==> config.mk <==
export PLATFORM = sky130hd
export DESIGN_NAME = ccfd_front
export DESIGN_NICKNAME = d
export VERILOG_FILES = /design/src/rtl/core/cobs_crc_frame_deframer_macros.svh /design/src/rtl/core/ccfd_pkg.sv /design/src/rtl/core/ccfd_front.sv
export SDC_FILE = /design/constraint.sdc
export NUM_CORES = 1
export LEC_CHECK = 0
export BUFFER_PORTS_ARGS = -buffer_cell sky130_fd_sc_hd__buf_2
export CAP_MARGIN = 20
export CORE_UTILIZATION = 30
export CTS_BUF_LIST = sky130_fd_sc_hd__clkbuf_4 sky130_fd_sc_hd__clkbuf_8
export DETAILED_ROUTE_END_ITERATION = 8
export GPL_ROUTABILITY_DRIVEN = 1
export SKIP_CTS_REPAIR_TIMING = 1
export SLEW_MARGIN = 20
export SYNTH_ARGS = -nofsm -noshare
export SYNTH_HDL_FRONTEND = slang
export SYNTH_SLANG_ARGS = --single-unit
==> constraint.sdc <==
create_clock -name clk -period 2.8 [get_ports clk]
set_clock_uncertainty 0.15 [all_clocks]
set_input_delay 0.56 -clock clk [delete_from_list [all_inputs] [get_ports clk]]
set_output_delay 0.56 -clock clk [all_outputs]
set_load 0.1 [all_outputs]
==> src/rtl/core/cobs_crc_frame_deframer_macros.svh <==
// Assertion helpers used by the deframer back end RTL.
`ifndef COBS_CRC_FRAME_DEFRAMER_MACROS_SVH
`define COBS_CRC_FRAME_DEFRAMER_MACROS_SVH

// Same-cycle implication, disabled while in reset.
`define CCFD_ASSERT(lbl, clk, rst_n, ante, cons, msg) \
  lbl: assert property (@(posedge clk) disable iff (!rst_n) (ante) |-> (cons)) \
    else $error(msg);

// Next-cycle implication, disabled while in reset.
`define CCFD_ASSERT_NEXT(lbl, clk, rst_n, ante, cons, msg) \
  lbl: assert property (@(posedge clk) disable iff (!rst_n) (ante) |=> (cons)) \
    else $error(msg);

`endif

==> src/rtl/core/ccfd_pkg.sv <==
`default_nettype none
package ccfd_pkg;

  typedef enum logic [1:0] {
    KIND_READ,
    KIND_DATA,
    KIND_DELIM
  } kind_t;

  typedef struct packed {
    kind_t       kind;
    logic [7:0]  data_byte;
    logic [8:0]  payload_index;
  } item_t;

  typedef struct packed {
    logic [15:0] frame_magic;
    logic [7:0]  protocol_version;
    logic [63:0] known_command_mask;
    logic [8:0]  max_payload;
  } cfg_t;

  typedef struct packed {
    logic [1:0]  decode_result;
    logic [2:0]  error_code;
    logic [7:0]  frame_version;
    logic [7:0]  frame_command;
    logic [7:0]  frame_flags;
    logic [31:0] sequence_number;
    logic [31:0] byte_offset;
    logic [8:0]  payload_length;
    logic [15:0] frame_status;
    logic [7:0]  payload_byte;
    logic [31:0] dropped_count;
  } result_t;

  localparam logic [1:0] RES_NONE = 2'd0;
  localparam logic [1:0] RES_GOOD = 2'd1;
  localparam logic [1:0] RES_DROP = 2'd2;

  localparam logic [2:0] ERR_OK      = 3'd0;
  localparam logic [2:0] ERR_INVALID = 3'd1;
  localparam logic [2:0] ERR_LEN     = 3'd2;
  localparam logic [2:0] ERR_CRC     = 3'd3;
  localparam logic [2:0] ERR_VERSION = 3'd4;
  localparam logic [2:0] ERR_CMD     = 3'd5;

  localparam logic [1:0] REG_MAGIC   = 2'd0;
  localparam logic [1:0] REG_VERSION = 2'd1;
  localparam logic [1:0] REG_CMDMASK = 2'd2;
  localparam logic [1:0] REG_MAXPAY  = 2'd3;

  localparam int HDR_BYTES = 18;
  localparam int HDR_IW    = $clog2(HDR_BYTES);
  localparam int CRC_BYTES = 4;
  localparam int MIN_FRAME = HDR_BYTES + CRC_BYTES;

  localparam int OFS_VERSION = 2;
  localparam int OFS_CMD     = 3;
  localparam int OFS_FLAGS   = 4;
  localparam int OFS_RSVD    = 5;
  localparam int OFS_SEQ     = 6;
  localparam int OFS_OFFSET  = 10;
  localparam int OFS_PLEN    = 14;
  localparam int OFS_STATUS  = 16;

  localparam logic [7:0]  COBS_LONG_CODE = 8'hFF;
  localparam logic [31:0] CRC_POLY       = 32'hEDB88320;
  localparam logic [31:0] CRC_INIT       = 32'hFFFFFFFF;

  localparam int IQ_DEPTH = 4;
  localparam int IQ_AW    = $clog2(IQ_DEPTH);
  localparam int IQ_CW    = $clog2(IQ_DEPTH + 1);
  localparam int OQ_DEPTH = 4;
  localparam int OQ_AW    = $clog2(OQ_DEPTH);
  localparam int OQ_CW    = $clog2(OQ_DEPTH + 1);

  // Reflected CRC-32, one byte.
  function automatic logic [31:0] crc32_byte(input logic [31:0] crc, input logic [7:0] b);
    logic [31:0] c;
    c = crc ^ {24'd0, b};
    for (int k = 0; k < 8; k++) begin
      c = c[0] ? ((c >> 1) ^ CRC_POLY) : (c >> 1);
    end
    return c;
  endfunction

endpackage
`default_nettype wire

==> src/rtl/core/ccfd_front.sv <==
`default_nettype none
// Input queue: classifies each transaction and holds it for the back end.
module ccfd_front (
  input  wire logic          clk,
  input  wire logic          rst_n,
  input  wire logic          in_push,
  output logic               in_full,
  input  wire logic          in_command,
  input  wire logic [7:0]    in_data_byte,
  input  wire logic [8:0]    in_payload_index,
  output logic               q_valid,
  output ccfd_pkg::item_t    q_item,
  input  wire logic          q_pop
);
  ccfd_pkg::item_t                 mem_r [ccfd_pkg::IQ_DEPTH];
  logic [ccfd_pkg::IQ_AW-1:0]      wp_r, wp_nxt, rp_r, rp_nxt;
  logic [ccfd_pkg::IQ_CW-1:0]      cnt_r, cnt_nxt;
  ccfd_pkg::item_t                 item;
  logic                            push_ok;

  always_comb begin
    item.data_byte     = in_data_byte;
    item.payload_index = in_payload_index;
    if (in_command) begin
      item.kind = ccfd_pkg::KIND_READ;
    end else if (in_data_byte != 8'd0) begin
      item.kind = ccfd_pkg::KIND_DATA;
    end else begin
      item.kind = ccfd_pkg::KIND_DELIM;
    end
  end

  assign in_full = (cnt_r == ccfd_pkg::IQ_CW'(ccfd_pkg::IQ_DEPTH));
  assign push_ok = in_push && !in_full;
  assign q_valid = (cnt_r != '0);
  assign q_item  = mem_r[rp_r];

  always_comb begin
    wp_nxt  = push_ok ? wp_r + 1'b1 : wp_r;
    rp_nxt  = q_pop ? rp_r + 1'b1 : rp_r;
    cnt_nxt = cnt_r + ccfd_pkg::IQ_CW'(push_ok) - ccfd_pkg::IQ_CW'(q_pop);
  end

  always_ff @(posedge clk) begin
    if (!rst_n) begin
      wp_r  <= '0;
      rp_r  <= '0;
      cnt_r <= '0;
    end else begin
      wp_r  <= wp_nxt;
      rp_r  <= rp_nxt;
      cnt_r <= cnt_nxt;
    end
  end

  always_ff @(posedge clk) begin
    if (push_ok) begin
      mem_r[wp_r] <= item;
    end
  end
endmodule
`default_nettype wire

# Word-level counts from Yosys, hierarchy flattened
# Memory sizes are Yosys's and may differ from the RTL's. A register that Yosys moved wholly into a read port is not among the register bits.
# Index checks and enable logic that the tools add are counted.
[word_totals]
n_memories = 1
mem_bits_rw = 76
ff_bits = 7
[memory_table]
columns = ["memory", "words", "width", "rd", "rd_clocked_by_memory_dff", "wr", "line_no", "source"]
rows = [
  ["mem_r", 4, 19, 1, 1, 1, "ccfd_front.sv:15", "ccfd_pkg::item_t mem_r [ccfd_pkg::IQ_DEPTH];"],
]
[classes]
addsub = 4
muxes = 6
n_reduce_logical = 4
eq_ne = 1
[op_table]
columns = ["op", "n"]
rows = [
  ["$mux W2", 4],
  ["$reduce_bool A8 Y1", 1],
  ["$add A2 B1 Y2 const B", 2],
  ["$add A3 B1 Y3", 1],
  ["$eq A3 B3 Y1 const B", 1],
  ["$reduce_bool A3 Y1", 1],
  ["$sub A3 B1 Y3", 1],
  ["$mux W1", 2],
  ["$logic_and A1 B1 Y1", 1],
  ["$logic_not A1 Y1", 1],
]

# Longest topological paths before layout
# Gate-level depths: netlist (run 1).
[logic_depth]
depth_word = 5
depth_mapped = 12

# Least setup slack after synthesis (run 1)
# No wires, ideal clock.
[synth_timing]
path_type = "reg-to-reg"
startpoint = "reg cnt_r[1] in the netlist's numbering"
endpoint = "reg cnt_r[2] in the netlist's numbering"
synth_period_minus_slack_ns = 3.391
slack_ns = -0.591
arrival_ns = 3.126
n_path_buf = 1
path_stages_with_launch = 13
path_cell_list = "dfxtp_1 > nor3b_2 > nor2b_1 > buf_2 > inv_1 > ha_1 > inv_1 > ha_1 > inv_1 > fa_1 > xnor2_1 > xnor2_1 > and2_1"
[synth_between]
elab_chain_cells = 5
[synth_rtl]
columns = ["item", "line_no", "source"]
rows = [
  ["start: declaration", "ccfd_front.sv:17", "logic [ccfd_pkg::IQ_CW-1:0] cnt_r, cnt_nxt;"],
  ["start signal: assignment", "ccfd_front.sv:52", "cnt_r <= cnt_nxt;"],
  ["$eq A3 B3 Y1", "ccfd_front.sv:33", "assign in_full = (cnt_r == ccfd_pkg::IQ_CW'(ccfd_pkg::IQ_DEPTH));"],
  ["net in_full", "ccfd_front.sv:7", "output logic in_full,"],
  ["$logic_not A1 Y1", "ccfd_front.sv:34", "assign push_ok = in_push && !in_full;"],
  ["$logic_and A1 B1 Y1", "ccfd_front.sv:34", ""],
  ["$add A3 B1 Y3", "ccfd_front.sv:41", "cnt_nxt = cnt_r + ccfd_pkg::IQ_CW'(push_ok) - ccfd_pkg::IQ_CW'(q_pop);"],
  ["$sub A3 B1 Y3", "ccfd_front.sv:41", ""],
]
# The timed path passes the listed nets, and every way through them passes these cells.
# A chain may end at the register's enable or synchronous reset.

==> results.cfg, run 1 <==
[run_status]
status = completed

[worst_setup_path]
slowest_delay_ps = 580
setup.worst_path.start_class = register
path_delay_family = multiplexers
worst-setup-path-type = register to output pin
cp_num_buf_inv = 2
slowest_stage = mux4_1
crit_path_max_fanout = 16
cp-end-kind = output pin
crit_required_ps = 2090
cp.arrival_ps = 1930
path_cells = buf_12, mux4_1, buf_2

[detailed_routing]
viasPerCell = 4.415
ant_nets = 0
num_vias = 1532
drt_wl_total_mm = 5.587
routedWlPerCell_um = 16.10
drtIter0Drc = 92
drtPass1Iterations = 4
drc = 0

[finish]
diodes = 0
area_delta_synth_final_pct = 19.60
fillers = 996
drive_gt1_frac = 0.3744
nNetsFinal = 235
finalInstanceArea_um2 = 3916

[grt]
overflow = 0
antenna_found_initial = 0
grt_pass1_wl_mm = 9.094
grt_pass1_vias = 1686
track_usage = 0.1114
grt_max_degree = 17

[logic_synthesis]
seq_area_frac_synth = 0.7520
ys.flop_type = edfxtp_1
syn-num-nets = 180
netlist_instances = 151
yosys-top-cells-area = edfxtp_1, mux4_1, mux4_2
synth_most_common_cell = edfxtp_1
mappedNetlistArea_um2 = 3274
synth.distinct_cells = 22
yosysWarnings = 0
ys_seq_elements = 85
synth_edf_count = 76
async_flop_share = 0
synthTopCellsByCount = edfxtp_1, mux4_2, and2_1, dfxtp_1, mux4_1
synth_top_area_share = 0.6970
yosysTopAreaCell = edfxtp_1
syn_area_per_cell_um2 = 21.68

[cts]
cts_buffers = 9
root_buffer = clkbuf_8
clock_path_buffers = 2
numClockSinks = 85
cts.clk_slew.worst_paths_ps = 80
cts_tree = yes
clock_latency_ps = 340
ctsHtreeMaxLevel = 3

[sta]
final.setup.worst_slack_ps = 156.2
min_period_over_period = 0.9442
setup-tns-final_ps = 0
hold_slack_ps = 280.2
hold_viol_final = 0
max_freq_mhz = 378.2
worst_pin_slew_ps = 492.1
relSlewSlack = 0.6742
maxSlewViolCount = 0
setup_violations = 0
period_needed_ps = 2644
rsz0062_at_grt = false

[floorplanning]
row_count = 37
core_um2 = 10460
dieWidth_um = 106.5
dieArea_um2 = 11340
chipHeight_um = 106.5
initial_core_util = 0.3130
pin_count = 43

[run]
maxCapViolCount = 0

[power_and_ir_drop]
p_per_area_nw_per_um2 = 875.8
fin_total_pwr_uw = 3430
leakagePower_uw = 0.001374
peakVddDrop_v = 0.0002900

[worst_hold_path]
hold_class = input port to register

[place]
placed_area_um2 = 3726
dp_slack_ps = 434.4
portBuffers = 42
place.gp.congestion = 0.6689
dp_hpwl_mm = 3.815
==> worst paths after layout <==
check	start	end	slack, ps	cells past startpoint
worst min register to register	wp_r[0]	wp_r[0]	360	2
worst min-delay path	in_payload_index[6]	mem_r[0][6]	280	1
worst max register to register	cnt_r[2]	cnt_r[2]	630	11
worst max-delay path	register	q_item[18]	160	3
==> cells by family after synthesis <==
logic type | after synthesis | synth area share
AOI/OAI and AO/OA | 1 | 0.001527
xor gates and xnor gates | 4 | 0.01070
adders and majority gates | 7 | 0.02904
buffers and inverters | 11 | 0.02101
DFF | 85 | 0.7520
muxes | 21 | 0.1471
and+or+nand+nor | 22 | 0.03859
==> report_power, final <==
group / switching, uW / internal (uW)
combinational: 766 / 250
sequential: 53.0 / 1530
clock: 406 / 426
total: 1230 / 2200
==> cell type report <==
| cell class | count | area [um^2] | share of cell area |
|---|---|---|---|
| sequential | 85 | 2465 | 0.6294 |
| multi-input combinational | 55 | 752.0 | 0.1920 |
| timing repair buffer | 50 | 320.3 | 0.08179 |
| tap | 136 | 170.2 | 0.04345 |
| clock buffer | 11 | 138.9 | 0.03546 |
| clock inverter | 5 | 51.30 | 0.01310 |
| inverter | 5 | 18.77 | 0.004792 |
==> worst register-to-register path: stages (launching register included) <==
cell and delay [ps]:
dfxtp_2 330, nor3b_4 150, nor2b_1 150, inv_1 60, ha_1 260, inv_1 50, ha_1 130, inv_1 50
fa_2 330, xnor2_1 190, xnor2_1 70, and2_1 150
==> flip-flops by register name, summed over array words and instances, names as in the netlist, named ones only <==
name and count:
mem_r 76, wp_r 2, cnt_r 3, rp_r 2
==> through the flow <==
step / std cells / util
5_1_grt: 347 / 0.3743
3_3_place_gp: 331 / 0.3561
4_1_cts: 347 / 0.3743
3_5_place_dp: 331 / 0.3561
2_1_floorplan: 151 / -
6_report: 347 / 0.3743
==> cells in the final DEF (no fill, tap or decap), drive strengths merged <==
cell	count
clkinvlp	1
nor2b	2
buf	50
mux2i	2
nor3b	1
fa	1
nand2	6
nor2	1
xnor2	3
and2	9
inv	5
dfxtp	9
clkbuf	11
bufinv	1
mux4	19
edfxtp	76
a21oi	1
or3	1
nor4	2
clkinv	3
xor2	1
ha	6
==> per-layer routing <==
layer  track usage  part of all wire  vias to the layer above
li1              -                 -                      720
met1        0.1355              0.45                      771
met2        0.1809              0.49                       31
met3       0.02820             0.036                       10
met4       0.06164             0.024                        0
met5             0                 0                        -
No activity file was read; power rests on OpenSTA's default activity.
==> inputs of run 2 (changes only) <==
--- a/config.mk
+++ b/config.mk
@@ -7,6 +7,7 @@
 export LEC_CHECK = 0
 export BUFFER_PORTS_ARGS = -buffer_cell sky130_fd_sc_hd__buf_2
 export CAP_MARGIN = 20
+export CORE_ASPECT_RATIO = 1.75
 export CORE_UTILIZATION = 30
 export CTS_BUF_LIST = sky130_fd_sc_hd__clkbuf_4 sky130_fd_sc_hd__clkbuf_8
 export DETAILED_ROUTE_END_ITERATION = 8
==> constraint.sdc (replaced) <==
create_clock -name clk -period 2.8 [get_ports clk]
set_clock_uncertainty 0.15 [all_clocks]
set_input_delay 0.56 -clock clk [delete_from_list [all_inputs] [get_ports clk]]
set_output_delay 0.56 -clock clk [all_outputs]
set_load 0.01 [all_outputs]
==> run 2 against run 1 <==
  * Combinational power shrank 54%
  * Utilization shrank 1.4 points
  * Via count grew 0.52%
  * Power shrank 18%
  * Sequential power is essentially flat
  * Clock power shrank 6.8%
  * Highest routed layer unchanged
  * Non-clock buffer count shrank 1
  * Critical path depth is the same
  * Routed wire length shrank 4.4%
  * Hold slack lost 6.4 ps
  * Flip-flop and latch count is the same
==> results.cfg, run 2 (synthesis gave the netlist of run 1 again) <==
[detailed_routing]
drtPass1Iterations = 4
routedWlPerCell_um = 15.71
ant_nets = 0
drc = 0
drt_wl_total_mm = 5.340
num_vias = 1540
drtIter0Drc = 87
viasPerCell = 4.529

[sta]
rsz0062_at_grt = false
max_freq_mhz = 396.4
period_needed_ps = 2523
setup_violations = 0
maxSlewViolCount = 0
relSlewSlack = 0.7053
hold_viol_final = 0
final.setup.worst_slack_ps = 277.0
min_period_over_period = 0.9011
worst_pin_slew_ps = 438.0
setup-tns-final_ps = 0
hold_slack_ps = 273.9

[worst_hold_path]
hp-start = in_payload_index[3]
whs_path_depth = 1
min_to = mem_r[0][3]
hold_class = input port to register

[power_and_ir_drop]
swShare = 0.2601
peakVddDrop_v = 0.0002946
leakagePower_uw = 0.001349
fin_total_pwr_uw = 2812
internal-power_uw = 2080
p_seq_frac = 0.559
p_switching_uw = 731.4
p_per_area_nw_per_um2 = 734.1
power_frac_comb = 0.166
clkPwrFrac = 0.276

[grt]
track_usage = 0.1070
grt.met1_usage = 0.1136
grt_pass1_wl_mm = 8.314
antenna_found_initial = 0
met2_usage = 0.1760
gr-usage-met3 = 0.03713
grt_pass1_vias = 1575
overflow = 0
grt-busiest-layer = met2
grt_max_degree = 20

[place]
portBuffers = 42
placed_cells = 324
dp_slack_ps = 368.0
place.gp.congestion = 0.6506
dp_hpwl_mm = 3.422

[finish]
final_cells = 340
diodes = 0
final_cell_mix = edfxtp_1, buf_2, mux4_2
top_register = mem_r
largest_reg_flops = 76
top_regs = mem_r x76, cnt_r x3
nNetsFinal = 234
drive_gt1_frac = 0.3619
layout_commonest_cell = edfxtp_1
area_delta_synth_final_pct = 16.97

[cts]
clock_latency_ps = 350
clock_path_buffers = 2
cts.clk_slew.worst_paths_ps = 80
cts_buffers = 9
cts_tree = yes
ctsHtreeMaxLevel = 3
root_buffer = clkbuf_8
numClockSinks = 85

[floorplanning]
pin_count = 43
chipHeight_um = 140.2
row_count = 50
dieArea_um2 = 11350
dieWidth_um = 80.98
initial_core_util = 0.3079
core_um2 = 10640

[worst_setup_path]
r2r_end = cnt_r[2]
cp-end-kind = output pin
path_delay_family = multiplexers
path_cells = buf_4, mux4_1, buf_2
reg2reg_from = cnt_r[1]
setup.worst_path.start_class = register
crit_path_max_fanout = 19
worst-setup-path-type = register to output pin
cp.arrival_ps = 1810
slowest_stage = mux4_1
ff2ff_path_depth = 11
crit_required_ps = 2090
r2r_setup_slack_ps = 530
cp_num_buf_inv = 2
slowest_delay_ps = 640

[run]
maxCapViolCount = 0

[run_status]
status = completed
==> run 2: cell count changes in the layout (fill, tap and decap cells not counted), moves of 2 or more <==
cell,change
buf_12,-4
buf_4,+3
inv_6,+3
clkbuf_4,-2
clkinv_4,+2
dfxtp_1,+2
dfxtp_2,-2
==> run 2: layout make-up <==
type | instances | area (um^2)
Clock buffer | 9 | 123.9
Tap cell | 130 | 162.7
Sequential cell | 85 | 2462
Multi-Input combinational cell | 55 | 743.2
Inverter | 5 | 18.77
Fill cell | 1027 | 6805
Timing Repair Buffer | 49 | 262.8
Clock inverter | 7 | 56.30
==> run 2: worst max path at each step <==
stage,from,end,slack [ps],cells past startpoint
after floorplan,in_push,cnt_r[2],450,11
after CTS,register,q_item[0],210,3
after detailed placement,in_push,cnt_r[2],370,11
after global placement,in_push,cnt_r[2],440,11
final,register,q_item[16],280,3
after global routing,register,q_item[16],170,3
==> run 2: routing by layer <==
metal	wire, um	vias to the layer above
met4	126	0
met2	2792	37
met5	0	-
li1	-	714
met3	320	9
met1	2101	780
==> run 2: stage by stage <==
stage,util,instance area (um^2)
after floorplan,-,3274
after global placement,0.3432,3650
after detailed placement,0.3432,3650
after CTS,0.3601,3830
after global routing,0.3601,3830
final,0.3601,3830
==> run 2: power by group through the flow <==
stage	Combinational [uW]	Sequential (uW)	Clock, uW
after CTS	485	1570	806
after detailed placement	484	1600	0
after floorplan	311	1590	0
final	466	1570	776
after global placement	473	1590	0
after global routing	521	1580	859
==> run 2: worst reg2reg max path, stage by stage (launching register included) <==
cell and delay [ps]:
dfxtp_1 430, nor3b_2 80, nor2b_1 150, inv_1 60, ha_1 260, inv_1 60
ha_1 140, inv_1 50, fa_1 380, xnor2_1 150, xnor2_1 120, and2_1 150
==> inputs of run 3 (changes only) <==
==> constraint.sdc (replaced) <==
create_clock -name clk -period 2.7 [get_ports clk]
set_clock_uncertainty 0.15 [all_clocks]
set_input_delay 0.54 -clock clk [delete_from_list [all_inputs] [get_ports clk]]
set_output_delay 0.54 -clock clk [all_outputs]
set_load 0.01 [all_outputs]
==> run 3 against run 2 <==
  * Worst setup slack improved by 50 ps
  * Via count is 1.9% lower
  * Design area is 0.59% higher
  * Sequential share of layout area down 0.38 points
  * Critical path depth unchanged
  * First-iteration DRC count decreased by 16%
  * Utilization grew 0.21 points
  * Critical path type unchanged
  * Largest power group unchanged
==> results.cfg, run 3 (synthesis gave the netlist of run 1 again) <==
[finish]
area_delta_synth_final_pct = 17.65
nNetsFinal = 234
layout.area.seq_um2 = 2462
layout_commonest_cell = edfxtp_1
final_cells = 340
utilization = 0.3622
multi_input_area_um2 = 743.2
top_regs = mem_r x76, cnt_r x3
final_cell_mix = edfxtp_1, buf_2, mux4_2
drive_gt1_frac = 0.3524
top_register = mem_r
largest_reg_flops = 76
diodes = 0
fillers = 1036

[sta]
maxSlewViolCount = 0
min_period_over_period = 0.8787
setup_violations = 0
hold_viol_final = 0
rsz0062_at_grt = false
max_freq_mhz = 421.5
period_needed_ps = 2373
setup-tns-final_ps = 0
relSlewSlack = 0.6960
worst_pin_slew_ps = 451.9

[power_and_ir_drop]
peakVddDrop_v = 0.0003598
p_seq_frac = 0.550
power_frac_comb = 0.165
swShare = 0.2450
clkPwrFrac = 0.285
fin_total_pwr_uw = 2963
internal-power_uw = 2237
p_per_area_nw_per_um2 = 769.1
leakagePower_uw = 0.001352
p_switching_uw = 725.8

[grt]
grt_pass1_wl_mm = 8.273
gr-usage-met3 = 0.04169
track_usage = 0.1058
grt_pass1_vias = 1595
met2_usage = 0.1738
grt.met1_usage = 0.1142
grt_max_degree = 20
overflow = 0
grt-busiest-layer = met2
antenna_found_initial = 0

[worst_hold_path]
whs_path_depth = 1
hold_class = input port to register

[detailed_routing]
routedWlPerCell_um = 16.02
num_vias = 1510
drc = 0
drtIter0Drc = 73
drtPass1Iterations = 4
ant_nets = 0
drt_wl_total_mm = 5.446
viasPerCell = 4.441

[run_status]
status = completed

[cts]
clock_latency_ps = 340
cts_tree = yes
root_buffer = clkbuf_8
ctsHtreeMaxLevel = 3
cts_buffers = 9
clock_path_buffers = 2
numClockSinks = 85
cts.clk_slew.worst_paths_ps = 80

[run]
maxCapViolCount = 0

[worst_setup_path]
setup.worst_path.start_class = register
crit_required_ps = 2010
crit_path_max_fanout = 19
ff2ff_path_depth = 11
cp.arrival_ps = 1680
cp-end-kind = output pin
worst-setup-path-type = register to output pin

[floorplanning]
dieArea_um2 = 11350
chipHeight_um = 140.2
initial_core_util = 0.3079
row_count = 50
pin_count = 43
core_um2 = 10640
dieWidth_um = 80.98

[place]
portBuffers = 42
placed_cells = 324
place.gp.congestion = 0.6286
dp_hpwl_mm = 3.421
==> run 3: worst max-delay path, stage by stage, from the launching register on <==
cell and delay [ps]:
dfxtp_1 360, buf_12 200, mux4_1 610, buf_2 170
==> run 3: layout make-up <==
cell class | instances | share of cell area
clock buffers | 9 | 0.03215
repair buffers | 49 | 0.07145
flip-flops and latches | 85 | 0.6392
multi-input cells | 55 | 0.1929
well taps | 130 | 0.04222
inverters | 5 | 0.004872
clock inverters | 7 | 0.01721
==> run 3: metrics by stage <==
step / area (um^2) / setup WS, ps / hold slack, ps
after floorplan: 3274 / 362.8 / 317.7
after global placement: 3662 / 346.7 / 334.0
after detailed placement: 3662 / 302.5 / 347.3
after CTS: 3852 / 260.1 / 233.5
after global routing: 3852 / 237.0 / 241.0
final: 3852 / 327.4 / 261.4
==> run 3: worst paths after layout <==
check                           slack, ps          end                 from
worst max-delay path                  330   q_item[16]             register
worst min-delay path                  260  mem_r[2][6]  in_payload_index[6]
worst max register to register        440     cnt_r[2]             cnt_r[1]
worst min register to register        350      wp_r[1]              wp_r[1]
==> run 3: power groups by stage <==
stage / Sequential [uW] / Combinational, uW / Clock, uW
global route: 1640 / 546 / 931
CTS: 1630 / 506 / 887
global placement: 1650 / 497 / 0
finish: 1630 / 488 / 846
floorplan: 1650 / 322 / 0
detailed placement: 1660 / 504 / 0
==> run 3: per-layer routing <==
layer / wire, um / part of all wire
met4: 117 / 0.021
met1: 2147 / 0.39
met2: 2876 / 0.53
met5: 0 / 0
met3: 303 / 0.056
